## src/hdl/bsc_pkg.sv

```systemverilog
// ----------------------------------------------------------------------------
// bsc_pkg
// Shared types, constants and character tables for the base64 stream codec.
// ----------------------------------------------------------------------------
package bsc_pkg;

    localparam int JOB_SLOTS   = 4;
    localparam int QUEUE_DEPTH = 2;
    localparam int QPTR_W      = $clog2(QUEUE_DEPTH);
    localparam int QFILL_W     = $clog2(QUEUE_DEPTH + 1);

    localparam logic [7:0] PAD_CHAR = 8'h3D;

    typedef enum logic {
        CFG_MODE  = 1'b0,
        CFG_LIMIT = 1'b1
    } cfg_index_t;

    typedef enum logic {
        MODE_ENCODE = 1'b0,
        MODE_DECODE = 1'b1
    } mode_t;

    // Work handed from the front end to the back end for one input item.
    typedef struct packed {
        logic [JOB_SLOTS-1:0][7:0] data_bytes;
        logic [2:0]                n_data;
        logic                      term;
    } job_t;

    function automatic logic [7:0] enc_char(input logic [5:0] s);
        logic [7:0] c;
        c = {2'b00, s};
        if (s < 6'd26) begin
            return c + 8'd65;
        end else if (s < 6'd52) begin
            return c + 8'd71;
        end else if (s < 6'd62) begin
            return c - 8'd4;
        end else if (s == 6'd62) begin
            return 8'h2B;
        end else begin
            return 8'h2F;
        end
    endfunction

    // bit 6 set: not an alphabet character
    function automatic logic [6:0] dec_sextet(input logic [7:0] c);
        logic [7:0] v;
        v = 8'h40;
        if (c >= 8'h41 && c <= 8'h5A) begin
            v = c - 8'd65;
        end else if (c >= 8'h61 && c <= 8'h7A) begin
            v = c - 8'd71;
        end else if (c >= 8'h30 && c <= 8'h39) begin
            v = c + 8'd4;
        end else if (c == 8'h2B) begin
            v = 8'd62;
        end else if (c == 8'h2F) begin
            v = 8'd63;
        end
        return v[6:0];
    endfunction

endpackage

```

## src/hdl/base64_stream_codec.sv

```systemverilog
// ----------------------------------------------------------------------------
// base64_stream_codec
// Base64 encoder/decoder, one message at a time, with output limit and a
// length-carrying terminator transaction at the end of every message.
// ----------------------------------------------------------------------------
// Path: each accepted item passes the job queue and the back-end job register before the result register.
// The back end spends a step on every job plus one on every further result, so the rate
//   of encode and decode is set by the single result port. Two-entry job queue absorbs
//   result stalls, so a new item can be taken before the one ahead of it is through.
// Reset: synchronous, active low; encode mode, limit 65535, queue empty.
module base64_stream_codec (
    input  logic        aclk,
    input  logic        aresetn,
    input  logic        cfg_valid,
    output logic        cfg_ready,
    input  logic        cfg_index,
    input  logic [15:0] cfg_data,
    input  logic        s_valid,
    output logic        s_ready,
    input  logic [7:0]  s_in_byte,
    input  logic        s_in_last,
    output logic        m_valid,
    input  logic        m_ready,
    output logic [7:0]  m_out_byte,
    output logic        m_out_end,
    output logic [15:0] m_out_length
);
    import bsc_pkg::*;

    logic        mode_reg;
    logic [15:0] limit_reg;
    logic        cfg_wr, clear;
    logic        q_push, q_pop, q_full, q_empty;
    job_t        push_job, pop_job;

    assign cfg_ready = 1'b1;
    assign cfg_wr    = cfg_valid && cfg_ready;
    assign clear     = cfg_wr && (cfg_index == CFG_MODE);

    always_ff @(posedge aclk) begin
        if (!aresetn) begin
            mode_reg  <= MODE_ENCODE;
            limit_reg <= 16'hFFFF;
        end else if (cfg_wr) begin
            unique case (cfg_index)
                CFG_MODE:  mode_reg  <= cfg_data[0];
                CFG_LIMIT: limit_reg <= cfg_data;
                default:   limit_reg <= limit_reg;
            endcase
        end
    end

    bsc_front u_front (
        .aclk      (aclk),
        .aresetn   (aresetn),
        .clear     (clear),
        .mode      (mode_reg),
        .s_valid   (s_valid),
        .s_ready   (s_ready),
        .s_in_byte (s_in_byte),
        .s_in_last (s_in_last),
        .q_full    (q_full),
        .q_push    (q_push),
        .q_job     (push_job)
    );

    bsc_queue u_queue (
        .aclk     (aclk),
        .aresetn  (aresetn),
        .push     (q_push),
        .push_job (push_job),
        .full     (q_full),
        .pop      (q_pop),
        .pop_job  (pop_job),
        .empty    (q_empty)
    );

    bsc_back u_back (
        .aclk         (aclk),
        .aresetn      (aresetn),
        .clear        (clear),
        .out_limit    (limit_reg),
        .q_empty      (q_empty),
        .q_job        (pop_job),
        .q_pop        (q_pop),
        .m_valid      (m_valid),
        .m_ready      (m_ready),
        .m_out_byte   (m_out_byte),
        .m_out_end    (m_out_end),
        .m_out_length (m_out_length)
    );

endmodule

```

## src/hdl/bsc_front.sv

```systemverilog
// ----------------------------------------------------------------------------
// bsc_front
// Accepts input transactions, tracks the base64 group and turns each item
// into a job of up to four data bytes plus an optional terminator.
// ----------------------------------------------------------------------------
module bsc_front (
    input  logic          aclk,
    input  logic          aresetn,
    input  logic          clear,
    input  logic          mode,
    input  logic          s_valid,
    output logic          s_ready,
    input  logic [7:0]    s_in_byte,
    input  logic          s_in_last,
    input  logic          q_full,
    output logic          q_push,
    output bsc_pkg::job_t q_job
);
    import bsc_pkg::*;

    logic [17:0] hold_reg,  hold_next;
    logic [1:0]  phase_reg, phase_next;
    logic        skip_reg,  skip_next;

    logic [23:0] w;
    logic [17:0] nh;
    logic [1:0]  np;
    logic [6:0]  sx;
    logic        accept;

    assign s_ready = !q_full;
    assign accept  = s_valid && s_ready;
    assign q_push  = accept;

    always_comb begin
        hold_next  = hold_reg;
        phase_next = phase_reg;
        skip_next  = skip_reg;
        q_job      = '0;
        w          = '0;
        nh         = '0;
        np         = '0;
        sx         = dec_sextet(s_in_byte);
        if (mode == MODE_ENCODE) begin
            if (phase_reg >= 2'd2) begin
                w = {hold_reg[15:0], s_in_byte};
                q_job.data_bytes[0] = enc_char(w[23:18]);
                q_job.data_bytes[1] = enc_char(w[17:12]);
                q_job.data_bytes[2] = enc_char(w[11:6]);
                q_job.data_bytes[3] = enc_char(w[5:0]);
                q_job.n_data = 3'd4;
                hold_next  = '0;
                phase_next = '0;
            end else begin
                nh = {2'b00, hold_reg[7:0], s_in_byte};
                np = phase_reg + 2'd1;
                hold_next  = nh;
                phase_next = np;
                if (s_in_last) begin
                    if (np == 2'd1) begin
                        q_job.data_bytes[0] = enc_char(nh[7:2]);
                        q_job.data_bytes[1] = enc_char({nh[1:0], 4'b0000});
                        q_job.data_bytes[2] = PAD_CHAR;
                        q_job.data_bytes[3] = PAD_CHAR;
                    end else begin
                        q_job.data_bytes[0] = enc_char(nh[15:10]);
                        q_job.data_bytes[1] = enc_char(nh[9:4]);
                        q_job.data_bytes[2] = enc_char({nh[3:0], 2'b00});
                        q_job.data_bytes[3] = PAD_CHAR;
                    end
                    q_job.n_data = 3'd4;
                end
            end
        end else if (!skip_reg) begin
            if (sx[6]) begin
                // end of data: flush what the group holds
                nh = hold_reg;
                np = phase_reg;
            end else if (phase_reg == 2'd3) begin
                w = {hold_reg, sx[5:0]};
                q_job.data_bytes[0] = w[23:16];
                q_job.data_bytes[1] = w[15:8];
                q_job.data_bytes[2] = w[7:0];
                q_job.n_data = 3'd3;
                hold_next  = '0;
                phase_next = '0;
            end else begin
                nh = {hold_reg[11:0], sx[5:0]};
                np = phase_reg + 2'd1;
                hold_next  = nh;
                phase_next = np;
            end
            if (sx[6] || (s_in_last && phase_reg != 2'd3)) begin
                if (np == 2'd2) begin
                    q_job.data_bytes[0] = nh[11:4];
                    q_job.n_data = 3'd1;
                end else if (np == 2'd3) begin
                    q_job.data_bytes[0] = nh[17:10];
                    q_job.data_bytes[1] = nh[9:2];
                    q_job.n_data = 3'd2;
                end
                hold_next  = '0;
                phase_next = '0;
                skip_next  = 1'b1;
            end
        end
        if (s_in_last) begin
            q_job.term = 1'b1;
            hold_next  = '0;
            phase_next = '0;
            skip_next  = 1'b0;
        end
    end

    always_ff @(posedge aclk) begin
        if (!aresetn || clear) begin
            hold_reg  <= '0;
            phase_reg <= '0;
            skip_reg  <= 1'b0;
        end else if (accept) begin
            hold_reg  <= hold_next;
            phase_reg <= phase_next;
            skip_reg  <= skip_next;
        end
    end

endmodule

```

## src/hdl/bsc_queue.sv

```systemverilog
// ----------------------------------------------------------------------------
// bsc_queue
// Small job queue between front end and back end.
// ----------------------------------------------------------------------------
module bsc_queue (
    input  logic          aclk,
    input  logic          aresetn,
    input  logic          push,
    input  bsc_pkg::job_t push_job,
    output logic          full,
    input  logic          pop,
    output bsc_pkg::job_t pop_job,
    output logic          empty
);
    import bsc_pkg::*;

    job_t               entry_reg [QUEUE_DEPTH];
    logic [QPTR_W-1:0]  wr_ptr_reg;
    logic [QPTR_W-1:0]  rd_ptr_reg;
    logic [QFILL_W-1:0] fill_reg;

    assign full    = (fill_reg == QFILL_W'(QUEUE_DEPTH));
    assign empty   = (fill_reg == '0);
    assign pop_job = entry_reg[rd_ptr_reg];

    always_ff @(posedge aclk) begin
        if (push) begin
            entry_reg[wr_ptr_reg] <= push_job;
        end
    end

    always_ff @(posedge aclk) begin
        if (!aresetn) begin
            wr_ptr_reg <= '0;
            rd_ptr_reg <= '0;
            fill_reg   <= '0;
        end else begin
            if (push) begin
                wr_ptr_reg <= (wr_ptr_reg == QPTR_W'(QUEUE_DEPTH - 1)) ? '0 : wr_ptr_reg + 1'b1;
            end
            if (pop) begin
                rd_ptr_reg <= (rd_ptr_reg == QPTR_W'(QUEUE_DEPTH - 1)) ? '0 : rd_ptr_reg + 1'b1;
            end
            if (push && !pop) begin
                fill_reg <= fill_reg + 1'b1;
            end else if (pop && !push) begin
                fill_reg <= fill_reg - 1'b1;
            end
        end
    end

endmodule

```

## src/hdl/bsc_back.sv

```systemverilog
// ----------------------------------------------------------------------------
// bsc_back
// Plays out one job at a time onto the result channel, one transaction per cycle
// while not stalled, applying the output limit and closing messages with a terminator.
// ----------------------------------------------------------------------------
module bsc_back (
    input  logic          aclk,
    input  logic          aresetn,
    input  logic          clear,
    input  logic [15:0]   out_limit,
    input  logic          q_empty,
    input  bsc_pkg::job_t q_job,
    output logic          q_pop,
    output logic          m_valid,
    input  logic          m_ready,
    output logic [7:0]    m_out_byte,
    output logic          m_out_end,
    output logic [15:0]   m_out_length
);
    import bsc_pkg::*;

    job_t        job_reg;
    logic        job_valid_reg;
    logic [2:0]  idx_reg;
    logic [15:0] count_reg;
    logic        m_valid_reg;
    logic [7:0]  m_byte_reg;
    logic        m_end_reg;
    logic [15:0] m_length_reg;

    logic        out_free, step, has_data, more_data, retire, emit_data, emit_term;
    logic [2:0]  idx_inc;
    logic [16:0] count_inc;

    always_comb begin
        out_free  = !m_valid_reg || m_ready;
        step      = job_valid_reg && out_free;
        idx_inc   = idx_reg + 3'd1;
        count_inc = {1'b0, count_reg} + 17'd1;
        has_data  = (idx_reg < job_reg.n_data) && (count_reg < out_limit);
        more_data = (idx_inc < job_reg.n_data) && (count_inc < {1'b0, out_limit});
        retire    = step && (has_data ? (!more_data && !job_reg.term) : 1'b1);
        emit_data = step && has_data;
        emit_term = step && !has_data && job_reg.term;
        q_pop     = !q_empty && (!job_valid_reg || retire);
    end

    always_ff @(posedge aclk) begin
        if (!aresetn) begin
            job_valid_reg <= 1'b0;
            idx_reg       <= '0;
        end else if (q_pop) begin
            job_valid_reg <= 1'b1;
            idx_reg       <= '0;
        end else if (retire) begin
            job_valid_reg <= 1'b0;
        end else if (emit_data) begin
            idx_reg <= idx_inc;
        end
    end

    always_ff @(posedge aclk) begin
        if (q_pop) begin
            job_reg <= q_job;
        end
    end

    always_ff @(posedge aclk) begin
        if (!aresetn || clear || emit_term) begin
            count_reg <= '0;
        end else if (emit_data) begin
            count_reg <= count_inc[15:0];
        end
    end

    always_ff @(posedge aclk) begin
        if (!aresetn) begin
            m_valid_reg <= 1'b0;
        end else if (emit_data || emit_term) begin
            m_valid_reg <= 1'b1;
        end else if (m_ready) begin
            m_valid_reg <= 1'b0;
        end
    end

    always_ff @(posedge aclk) begin
        if (emit_data) begin
            m_byte_reg   <= job_reg.data_bytes[idx_reg[1:0]];
            m_end_reg    <= 1'b0;
            m_length_reg <= '0;
        end else if (emit_term) begin
            m_byte_reg   <= '0;
            m_end_reg    <= 1'b1;
            m_length_reg <= count_reg;
        end
    end

    assign m_valid      = m_valid_reg;
    assign m_out_byte   = m_byte_reg;
    assign m_out_end    = m_end_reg;
    assign m_out_length = m_length_reg;

endmodule

```

## config.mk

```make
export PLATFORM = sky130hd
export DESIGN_NAME = base64_stream_codec
export DESIGN_NICKNAME = d
export VERILOG_FILES = /design/src/hdl/bsc_pkg.sv /design/src/hdl/base64_stream_codec.sv /design/src/hdl/bsc_front.sv /design/src/hdl/bsc_queue.sv /design/src/hdl/bsc_back.sv
export SDC_FILE = /design/constraint.sdc
export NUM_CORES = 1
export LEC_CHECK = 0
export BUFFER_PORTS_ARGS = -buffer_cell sky130_fd_sc_hd__buf_2
export CAP_MARGIN = 5
export CORE_MARGIN = 2
export CORE_UTILIZATION = 45
export CTS_CLUSTER_SIZE = 28
export DETAILED_ROUTE_END_ITERATION = 8
export PLACE_DENSITY = 0.62
export SYNTH_ARGS = -nofsm -noshare
export SYNTH_HDL_FRONTEND = slang
export SYNTH_SLANG_ARGS = --single-unit
```

## constraint.sdc

```tcl
create_clock -name aclk -period 4.69 [get_ports aclk]
set_input_delay 0.7035 -clock aclk [delete_from_list [all_inputs] [get_ports aclk]]
set_output_delay 0.7035 -clock aclk [all_outputs]
set_load 0.02 [all_outputs]
```

==> results.py, run 1 <==
metrics = {
    "grt": {
        "grt_usage": 0.244,
        "first_global_vias": 9778,
        "grt_max_degree": 38,
        "antenna_found_initial": 0,
        "grt_pass1_wl_mm": 55.4,
        "overflow": 0,
    },
    "synthesis": {
        "ys_top_cells_by_area": "edfxtp_1, dfxtp_1, ha_1, a21oi_1, mux2_2",
        "ys_warn_count": 0,
        "ys_types": 81,
        "yosysTopAreaCellShare": 0.276,
        "ys.flop_type": "edfxtp_1",
        "seq_area_frac_synth": 0.403,
        "syn-instance-count": 1340,
        "synth.cell_area_um2": 12600,
        "synth_edf_count": 116,
        "syn_area_per_cell_um2": 9.42,
        "yosysTopAreaCell": "edfxtp_1",
        "synth-seq-cells": 196,
        "async_flop_share": 0,
        "synth_nets": 1453,
    },
    "drt": {
        "avgRoutedWirePerCell_um": 20.4,
        "wirelength_mm": 35.6,
        "via_count": 10514,
        "ant_nets": 0,
        "route.detailed.drc": 0,
        "drt_iter0_markers": 1018,
        "drt_pass1_iterations": 7,
        "routed_via_density": 6.03,
    },
    "clock_network": {
        "cts_made_buffers": 17,
        "cts_resized": 0,
        "cts_hold_buf": 0,
        "clk_latency_ns": 0.44,
        "cts_setup_buffers": 0,
        "htree_num_levels": 4,
        "cts_tree": "yes",
        "clock-sinks": 196,
        "clk_pin_slew_ns": 0.07,
        "cts_buffer_depth": 2,
        "clockRootBuffer": "clkbuf_16",
    },
    "cells_and_area": {
        "final_nets": 1466,
        "layout-drive-gt1-share": 0.145,
        "multiInputGateArea_um2": 6910,
        "diodes": 0,
        "regArea_um2": 5080,
        "largest_reg_flops": 72,
        "syn_to_final_growth_pct": 9.64,
        "mostFrequentLayoutCell": "nand2_1",
        "nFillCells": 2587,
        "final_cell_mix": "nand2_1, edfxtp_1, nor2_1, a21oi_1, ha_1",
    },
    "power_and_ir_drop": {
        "p_int_mw": 3.73,
        "clkPwrFrac": 0.261,
        "vdd_drop_max_v": 0.000233,
        "p_leak_nw": 5.49,
        "p_sw_frac": 0.336,
        "seqPwrFrac": 0.436,
        "pwr_density_cell_nw_per_um2": 406,
        "pwr-share-comb": 0.304,
        "p_sw_mw": 1.89,
    },
    "timing": {
        "min_period_ns": 4.21,
        "fin_setup_tns_ns": 0,
        "fin_crit_sh": 0.897,
        "setup_viol": 0,
        "fmax_mhz": 238,
        "grt_setup_unrepaired": "no",
        "slew_viol_final": 0,
        "worstMarginPinSlew_ns": 1.11,
        "hold_viol": 0,
        "max-slew-margin-rel": 0.258,
        "setup_ws_ns": 0.483,
        "worst_clock_skew_ns": 0.0176,
    },
    "setup_path": {
        "end_kind": "register",
        "crit_fanout": 6,
        "crit_arrival_ns": 4.56,
        "worstSetupPathType": "register to register",
        "crit_required_ns": 5.05,
        "critPathLaunchType": "register",
    },
    "run": {
        "max_cap_viol_count": 0,
    },
    "hold_path": {
        "hp-class": "register to register",
    },
    "place": {
        "dp_slack_ns": 0.425,
        "io_buffers": 57,
        "dp_hpwl_mm": 25.3,
        "place.gp.congestion": 0.937,
    },
    "outcome": {
        "outcome": "completed",
    },
    "floorplanning": {
        "initial_utilization": 0.456,
        "dieArea_um2": 29400,
        "core_um2": 27700,
        "pin_count": 59,
        "die_y_um": 171,
        "rows": 61,
        "die_x_um": 171,
    },
}
==> power by group through the flow <==
stage | Clock [mW] | Sequential (mW) | Combinational (mW)
6_report | 1.46 | 2.44 | 1.71
5_1_grt | 1.55 | 2.48 | 1.87
4_1_cts | 1.48 | 2.45 | 1.70
3_5_place_dp | 0 | 2.48 | 1.69
3_3_place_gp | 0 | 2.47 | 1.67
2_1_floorplan | 0 | 2.44 | 1.21
==> critical path, stage by stage (launching register included) <==
cell	delay (ns)
dfxtp_1	0.44
and3_1	0.25
and3_1	0.23
and3_1	0.22
and3_1	0.24
nand3_1	0.16
nor2_1	0.27
nand3_1	0.13
xnor2_1	0.16
ha_1	0.19
nor2_1	0.10
nand2_1	0.05
a41oi_1	0.21
nand2_1	0.07
o21ai_0	0.35
a31o_2	0.27
ha_1	0.27
or3_1	0.37
a21boi_0	0.16
==> worst paths after layout <==
kind / slack [ns] / cells after the start / endpoint / start
worst max-delay path: 0.48 / 18 / u_queue.fill_reg[1] / u_back.count_reg[2]
worst min-delay path: 0.46 / 2 / u_back.m_out_end / u_back.m_out_end
worst max register to register: 0.48 / 18 / u_queue.fill_reg[1] / u_back.count_reg[2]
worst min register to register: 0.46 / 2 / u_back.m_out_end / u_back.m_out_end
==> per-layer routing <==
layer	part of all wire	track usage	vias up	wire, µm
met5	0	0	-	0
met4	0.028	0.0792	0	998
met3	0.060	0.0350	72	2150
met2	0.47	0.396	406	16600
met1	0.45	0.334	5057	15900
li1	-	-	4979	-
==> cells in the mapped netlist (18+ instances only) <==
library cell    n
a211oi_1       19
a21oi_1        95
dfxtp_1        80
o211ai_1       22
nor3_1         33
inv_1          63
xor2_1         27
nand3_1        31
a221oi_1       18
clkbuf_1       73
edfxtp_1      116
o21ai_0        64
xnor2_1        35
a21o_1         18
nand2_1       117
a31oi_1        26
mux2_2         41
ha_1           82
nor2_1        108
mux2i_1        25
==> metrics by stage <==
step / hold slack [ns] / instance area, µm² / cells / util / total power, mW
detailed placement: 0.448 / 13200 / 1711 / 0.478 / 4.17
finish: 0.455 / 13800 / 1744 / 0.500 / 5.61
global placement: 0.442 / 13200 / 1711 / 0.478 / 4.15
floorplan: 0.445 / 12600 / 1340 / - / 3.65
CTS: 0.459 / 13800 / 1743 / 0.499 / 5.63
global route: 0.485 / 13800 / 1744 / 0.500 / 5.90
==> cells by family (layout without fill, tap and decap cells) <==
logic type,after synthesis,in the layout,share of synthesized area
mux,74,74,0.0707
xor+xnor,62,62,0.0430
simple gates,382,382,0.143
flops,196,196,0.403
fa+ha+maj,82,82,0.0813
buf+inv,160,186,0.0520
other cells,1,1,0.000297
compound gates,383,383,0.207
==> layout make-up <==
class / instances / area share
clock inverter: 11 / 0.00597
tap: 378 / 0.0342
clock buffer: 21 / 0.0372
multi-input combinational: 984 / 0.499
sequential: 196 / 0.367
timing repair buffer: 89 / 0.0382
inverter: 65 / 0.0176
(Power assumes the default switching activity.)
==> inputs of run 2 (changes only) <==
Settings changed: BUFFER_PORTS_ARGS -buffer_cell sky130_fd_sc_hd__buf_2 to default, DONT_BUFFER_PORTS from default to 1, PLACE_DENSITY 0.62 to 0.64.
==> run 2 against run 1 <==
Cell count down 3.9%. Clock skew decreased by 0.0027 ns. Highest routed layer unchanged. Fmax fell by 0.37%.
==> results.py, run 2 (synthesis gave the netlist of run 1 again) <==
metrics = {
    "timing": {
        "hold_slack_ns": 0.362,
        "max-slew-margin-rel": 0.274,
        "fin_setup_tns_ns": 0,
        "slew_viol_final": 0,
        "setup_viol": 0,
        "grt_setup_unrepaired": "no",
        "fin_crit_sh": 0.900,
        "worst_clock_skew_ns": 0.0150,
        "hold_viol": 0,
        "worstMarginPinSlew_ns": 1.09,
        "fmax_mhz": 237,
        "min_period_ns": 4.22,
    },
    "power_and_ir_drop": {
        "pwr-share-comb": 0.283,
        "p_sw_frac": 0.337,
        "p_int_mw": 3.64,
        "seqPwrFrac": 0.458,
        "vdd_drop_max_v": 0.000289,
        "p_sw_mw": 1.85,
        "p_total_mw": 5.49,
        "p_leak_nw": 5.17,
        "clkPwrFrac": 0.260,
        "pwr_density_cell_nw_per_um2": 408,
    },
    "floorplanning": {
        "die_y_um": 171,
        "core_um2": 27700,
        "die_x_um": 171,
        "rows": 61,
        "dieArea_um2": 29400,
        "initial_utilization": 0.456,
        "pin_count": 59,
    },
    "clock_network": {
        "cts_hold_buf": 0,
        "cts_resized": 0,
        "clk_pin_slew_ns": 0.08,
        "clk_latency_ns": 0.43,
        "cts_setup_buffers": 0,
        "cts_tree": "yes",
        "cts_made_buffers": 17,
        "clock-sinks": 196,
        "clockRootBuffer": "clkbuf_16",
        "htree_num_levels": 4,
        "cts_buffer_depth": 2,
    },
    "cells_and_area": {
        "layout-drive-gt1-share": 0.100,
        "final_nets": 1398,
        "syn_to_final_growth_pct": 6.57,
        "mostFrequentLayoutCell": "nand2_1",
        "fin_area_um2": 13500,
        "largest_reg_flops": 72,
        "final_cell_mix": "nand2_1, edfxtp_1, nor2_1, a21oi_1, ha_1",
        "post-route-util": 0.486,
        "nFillCells": 2608,
        "diodes": 0,
    },
    "setup_path": {
        "end_kind": "register",
        "crit_required_ns": 5.05,
        "crit_arrival_ns": 4.58,
        "crit_fanout": 6,
        "critPathLaunchType": "register",
        "worstSetupPathType": "register to register",
    },
    "drt": {
        "route.detailed.drc": 0,
        "drt_pass1_iterations": 6,
        "wirelength_mm": 34.7,
        "ant_nets": 0,
        "via_count": 10241,
        "drt_iter0_markers": 902,
        "avgRoutedWirePerCell_um": 20.7,
        "routed_via_density": 6.11,
    },
    "place": {
        "placed_area_um2": 12900,
        "place.gp.congestion": 0.985,
        "dp_hpwl_mm": 25.0,
        "io_buffers": 0,
    },
    "grt": {
        "first_global_vias": 9656,
        "antenna_found_initial": 0,
        "grt_usage": 0.240,
        "grt_pass1_wl_mm": 54.6,
        "overflow": 0,
        "grt_max_degree": 38,
    },
    "run": {
        "max_cap_viol_count": 0,
    },
    "hold_path": {
        "hp-class": "input pin to register",
    },
    "outcome": {
        "outcome": "completed",
    },
}
[run 2: through the flow]
stage | cells | worst slack (ns)
6_report | 1676 | 0.468
5_1_grt | 1676 | 0.0721
4_1_cts | 1676 | 0.493
3_5_place_dp | 1644 | 0.506
3_3_place_gp | 1644 | 0.590
2_1_floorplan | 1340 | 0.726
[run 2: layer usage]
| layer | vias up | share of wire | global-route usage |
|---|---|---|---|
| met5 | - | 0 | 0 |
| met4 | 0 | 0.032 | 0.0881 |
| met3 | 71 | 0.066 | 0.0451 |
| met2 | 420 | 0.46 | 0.384 |
| met1 | 4917 | 0.44 | 0.322 |
| li1 | 4833 | - | - |
[run 2: critical path, cell delays in order, from the launching register on]
cell,delay [ns]
dfxtp_1,0.43
and3_1,0.25
and3_1,0.24
and3_1,0.24
and3_1,0.23
nand3_1,0.17
nor2_1,0.27
nand3_1,0.13
xnor2_1,0.15
ha_1,0.18
nor2_1,0.10
nand2_1,0.06
a41oi_1,0.22
nand2_1,0.07
o21ai_0,0.34
a31o_2,0.26
ha_1,0.27
or3_1,0.37
a21boi_0,0.15
[run 2: cell type report]
cell class | count | area (µm²) | area share
sequential | 196 | 5080 | 0.378
tap | 378 | 473 | 0.0352
timing repair buffer | 21 | 158 | 0.0117
inverter | 65 | 244 | 0.0181
clock inverter | 13 | 105 | 0.00781
clock buffer | 19 | 475 | 0.0353
multi-input combinational | 984 | 6910 | 0.514
[run 2: worst paths after layout]
| kind | slack, ns | cells past startpoint | endpoint | from |
|---|---|---|---|---|
| worst max-delay path | 0.47 | 18 | u_queue.fill_reg[1] | u_back.count_reg[2] |
| worst min-delay path | 0.36 | 1 | limit_reg[2] | aresetn |
| worst max register to register | 0.47 | 18 | u_queue.fill_reg[1] | u_back.count_reg[2] |
| worst min register to register | 0.49 | 2 | u_front.hold_reg[17] | u_front.hold_reg[17] |
[run 2: power by group through the flow]
stage | registers [mW] | clock network, mW | logic [mW]
after CTS | 2.52 | 1.45 | 1.55
after global placement | 2.55 | 0 | 1.53
final | 2.51 | 1.43 | 1.55
after global routing | 2.55 | 1.52 | 1.71
after floorplan | 2.44 | 0 | 1.21
after detailed placement | 2.56 | 0 | 1.55
==> inputs of run 3 (changes only) <==
Settings changed: REMOVE_ABC_BUFFERS from default to 1.
==> run 3 against run 2 <==
Cell count grew 0.48%. Highest routed layer unchanged. Clock skew down 0.00088 ns. Critical endpoint unchanged. Worst hold slack got worse by 0.0026 ns. Core utilization grew 0.34 points. Largest power group unchanged. Die area did not move. Sequential power about the same. Worst setup slack worse by 0.018 ns. Global-route usage rose by 0.24 points. Sequential share of layout area decreased by 0.26 points. Combinational power is essentially flat.
==> results.py, run 3 (synthesis gave the netlist of run 1 again) <==
metrics = {
    "drt": {
        "ant_nets": 0,
        "drt_pass1_iterations": 5,
        "via_count": 10159,
        "avgRoutedWirePerCell_um": 20.7,
        "wirelength_mm": 34.9,
        "route.detailed.drc": 0,
        "routed_via_density": 6.03,
        "drt_iter0_markers": 734,
    },
    "setup_path": {
        "ff2ff_setup_slack_ns": 0.45,
        "crit_required_ns": 5.05,
        "r2r_cells": 18,
        "crit_fanout": 6,
        "worstSetupPathType": "register to register",
        "end_kind": "register",
        "worst_r2r_endpoint": "u_queue.fill_reg[1]",
        "rr_startpoint": "u_back.count_reg[2]",
        "critPathLaunchType": "register",
        "crit_arrival_ns": 4.60,
    },
    "power_and_ir_drop": {
        "pwr_density_cell_nw_per_um2": 410,
        "pwr-share-comb": 0.279,
        "p_sw_mw": 1.80,
        "p_leak_nw": 5.23,
        "seqPwrFrac": 0.453,
        "p_sw_frac": 0.324,
        "clkPwrFrac": 0.268,
        "p_total_mw": 5.55,
        "p_int_mw": 3.75,
        "vdd_drop_max_v": 0.000249,
    },
    "clock_network": {
        "clock-sinks": 196,
        "clk_pin_slew_ns": 0.07,
        "cts_tree": "yes",
        "clk_latency_ns": 0.43,
        "htree_num_levels": 4,
        "cts_resized": 0,
        "cts_hold_buf": 0,
        "cts_made_buffers": 17,
        "clockRootBuffer": "clkbuf_16",
        "cts_setup_buffers": 0,
        "cts_buffer_depth": 2,
    },
    "outcome": {
        "outcome": "completed",
    },
    "timing": {
        "max-slew-margin-rel": 0.214,
        "fin_setup_tns_ns": 0,
        "hold_slack_ns": 0.359,
        "fmax_mhz": 236,
        "hold_viol": 0,
        "min_period_ns": 4.24,
        "setup_ws_ns": 0.449,
        "slew_viol_final": 0,
        "worstMarginPinSlew_ns": 1.18,
        "grt_setup_unrepaired": "no",
        "worst_clock_skew_ns": 0.0141,
        "fin_crit_sh": 0.904,
        "setup_viol": 0,
    },
    "floorplanning": {
        "dieArea_um2": 29400,
        "rows": 61,
        "pin_count": 59,
        "initial_utilization": 0.456,
        "die_y_um": 171,
        "core_um2": 27700,
        "die_x_um": 171,
    },
    "place": {
        "place.gp.congestion": 0.981,
        "io_buffers": 0,
        "dp_hpwl_mm": 25.5,
        "dp_slack_ns": 0.302,
    },
    "grt": {
        "grt_max_degree": 38,
        "grt_pass1_wl_mm": 54.8,
        "antenna_found_initial": 0,
        "overflow": 0,
        "grt_usage": 0.242,
        "first_global_vias": 9593,
    },
    "cells_and_area": {
        "mostFrequentLayoutCell": "nand2_1",
        "final_cell_mix": "nand2_1, edfxtp_1, nor2_1, a21oi_1, ha_1",
        "syn_to_final_growth_pct": 7.32,
        "layout-drive-gt1-share": 0.104,
        "largest_reg_flops": 72,
        "diodes": 0,
        "nFillCells": 2588,
        "final_nets": 1406,
    },
    "hold_path": {
        "hp-class": "input pin to register",
        "min_from": "aresetn",
        "whs_path_depth": 1,
        "holdPathEnd": "limit_reg[3]",
    },
    "run": {
        "max_cap_viol_count": 0,
    },
}
==> run 3: worst max-delay path: stages (launching register included) <==
cell and delay (ns):
dfxtp_1 0.44, and3_1 0.27, and3_1 0.23, and3_1 0.24, and3_1 0.23, nand3_1 0.16
nor2_1 0.26, nand3_1 0.13, xnor2_1 0.15, ha_1 0.18, nor2_1 0.12, nand2_1 0.06
a41oi_1 0.20, nand2_1 0.07, o21ai_0 0.34, a31o_2 0.28, ha_1 0.28, or3_1 0.38
a21boi_0 0.15
==> run 3: through the flow <==
step                      utilization  instance area [µm²]  cells
after floorplan                     -                12200   1245
after global placement          0.467                12900   1652
after detailed placement        0.467                12900   1652
after CTS                       0.489                13500   1684
after global routing            0.489                13500   1684
final                           0.489                13500   1684
==> run 3: power groups by stage <==
stage | sequential (mW) | clock [mW] | combinational [mW]
final | 2.52 | 1.49 | 1.55
after global routing | 2.55 | 1.58 | 1.71
after CTS | 2.52 | 1.51 | 1.55
after detailed placement | 2.56 | 0 | 1.54
after global placement | 2.55 | 0 | 1.53
after floorplan | 2.52 | 0 | 1.07
==> run 3: area by class of cell <==
| class | count | area [µm²] | share of cell area |
|---|---|---|---|
| Inverter | 65 | 244 | 0.0180 |
| Timing Repair Buffer | 29 | 218 | 0.0161 |
| Multi-Input combinational cell | 984 | 6910 | 0.510 |
| Tap cell | 378 | 473 | 0.0349 |
| Clock inverter | 10 | 106 | 0.00785 |
| Sequential cell | 196 | 5080 | 0.375 |
| Clock buffer | 22 | 508 | 0.0375 |
==> run 3: layer usage <==
layer  vias to the layer above  wire, µm  global-route usage
met1                      4852     15800               0.332
li1                       4853         -                   -
met2                       369     15700               0.376
met4                         0      1400               0.103
met3                        85      2060              0.0433
met5                         -         0                   0
==> run 3: worst max path at each step <==
stage	from	to	slack, ns	cells past startpoint
floorplan	u_back.idx_reg[1]	u_back.m_out_byte[0]	0.27	5
global placement	s_in_byte[0]	u_queue.entry_reg[0][6]	0.46	12
detailed placement	s_in_byte[0]	u_queue.entry_reg[0][9]	0.30	11
CTS	u_back.count_reg[2]	u_queue.fill_reg[1]	0.43	18
global route	u_back.count_reg[2]	u_queue.fill_reg[1]	0.10	18
finish	u_back.count_reg[2]	u_queue.fill_reg[1]	0.45	18
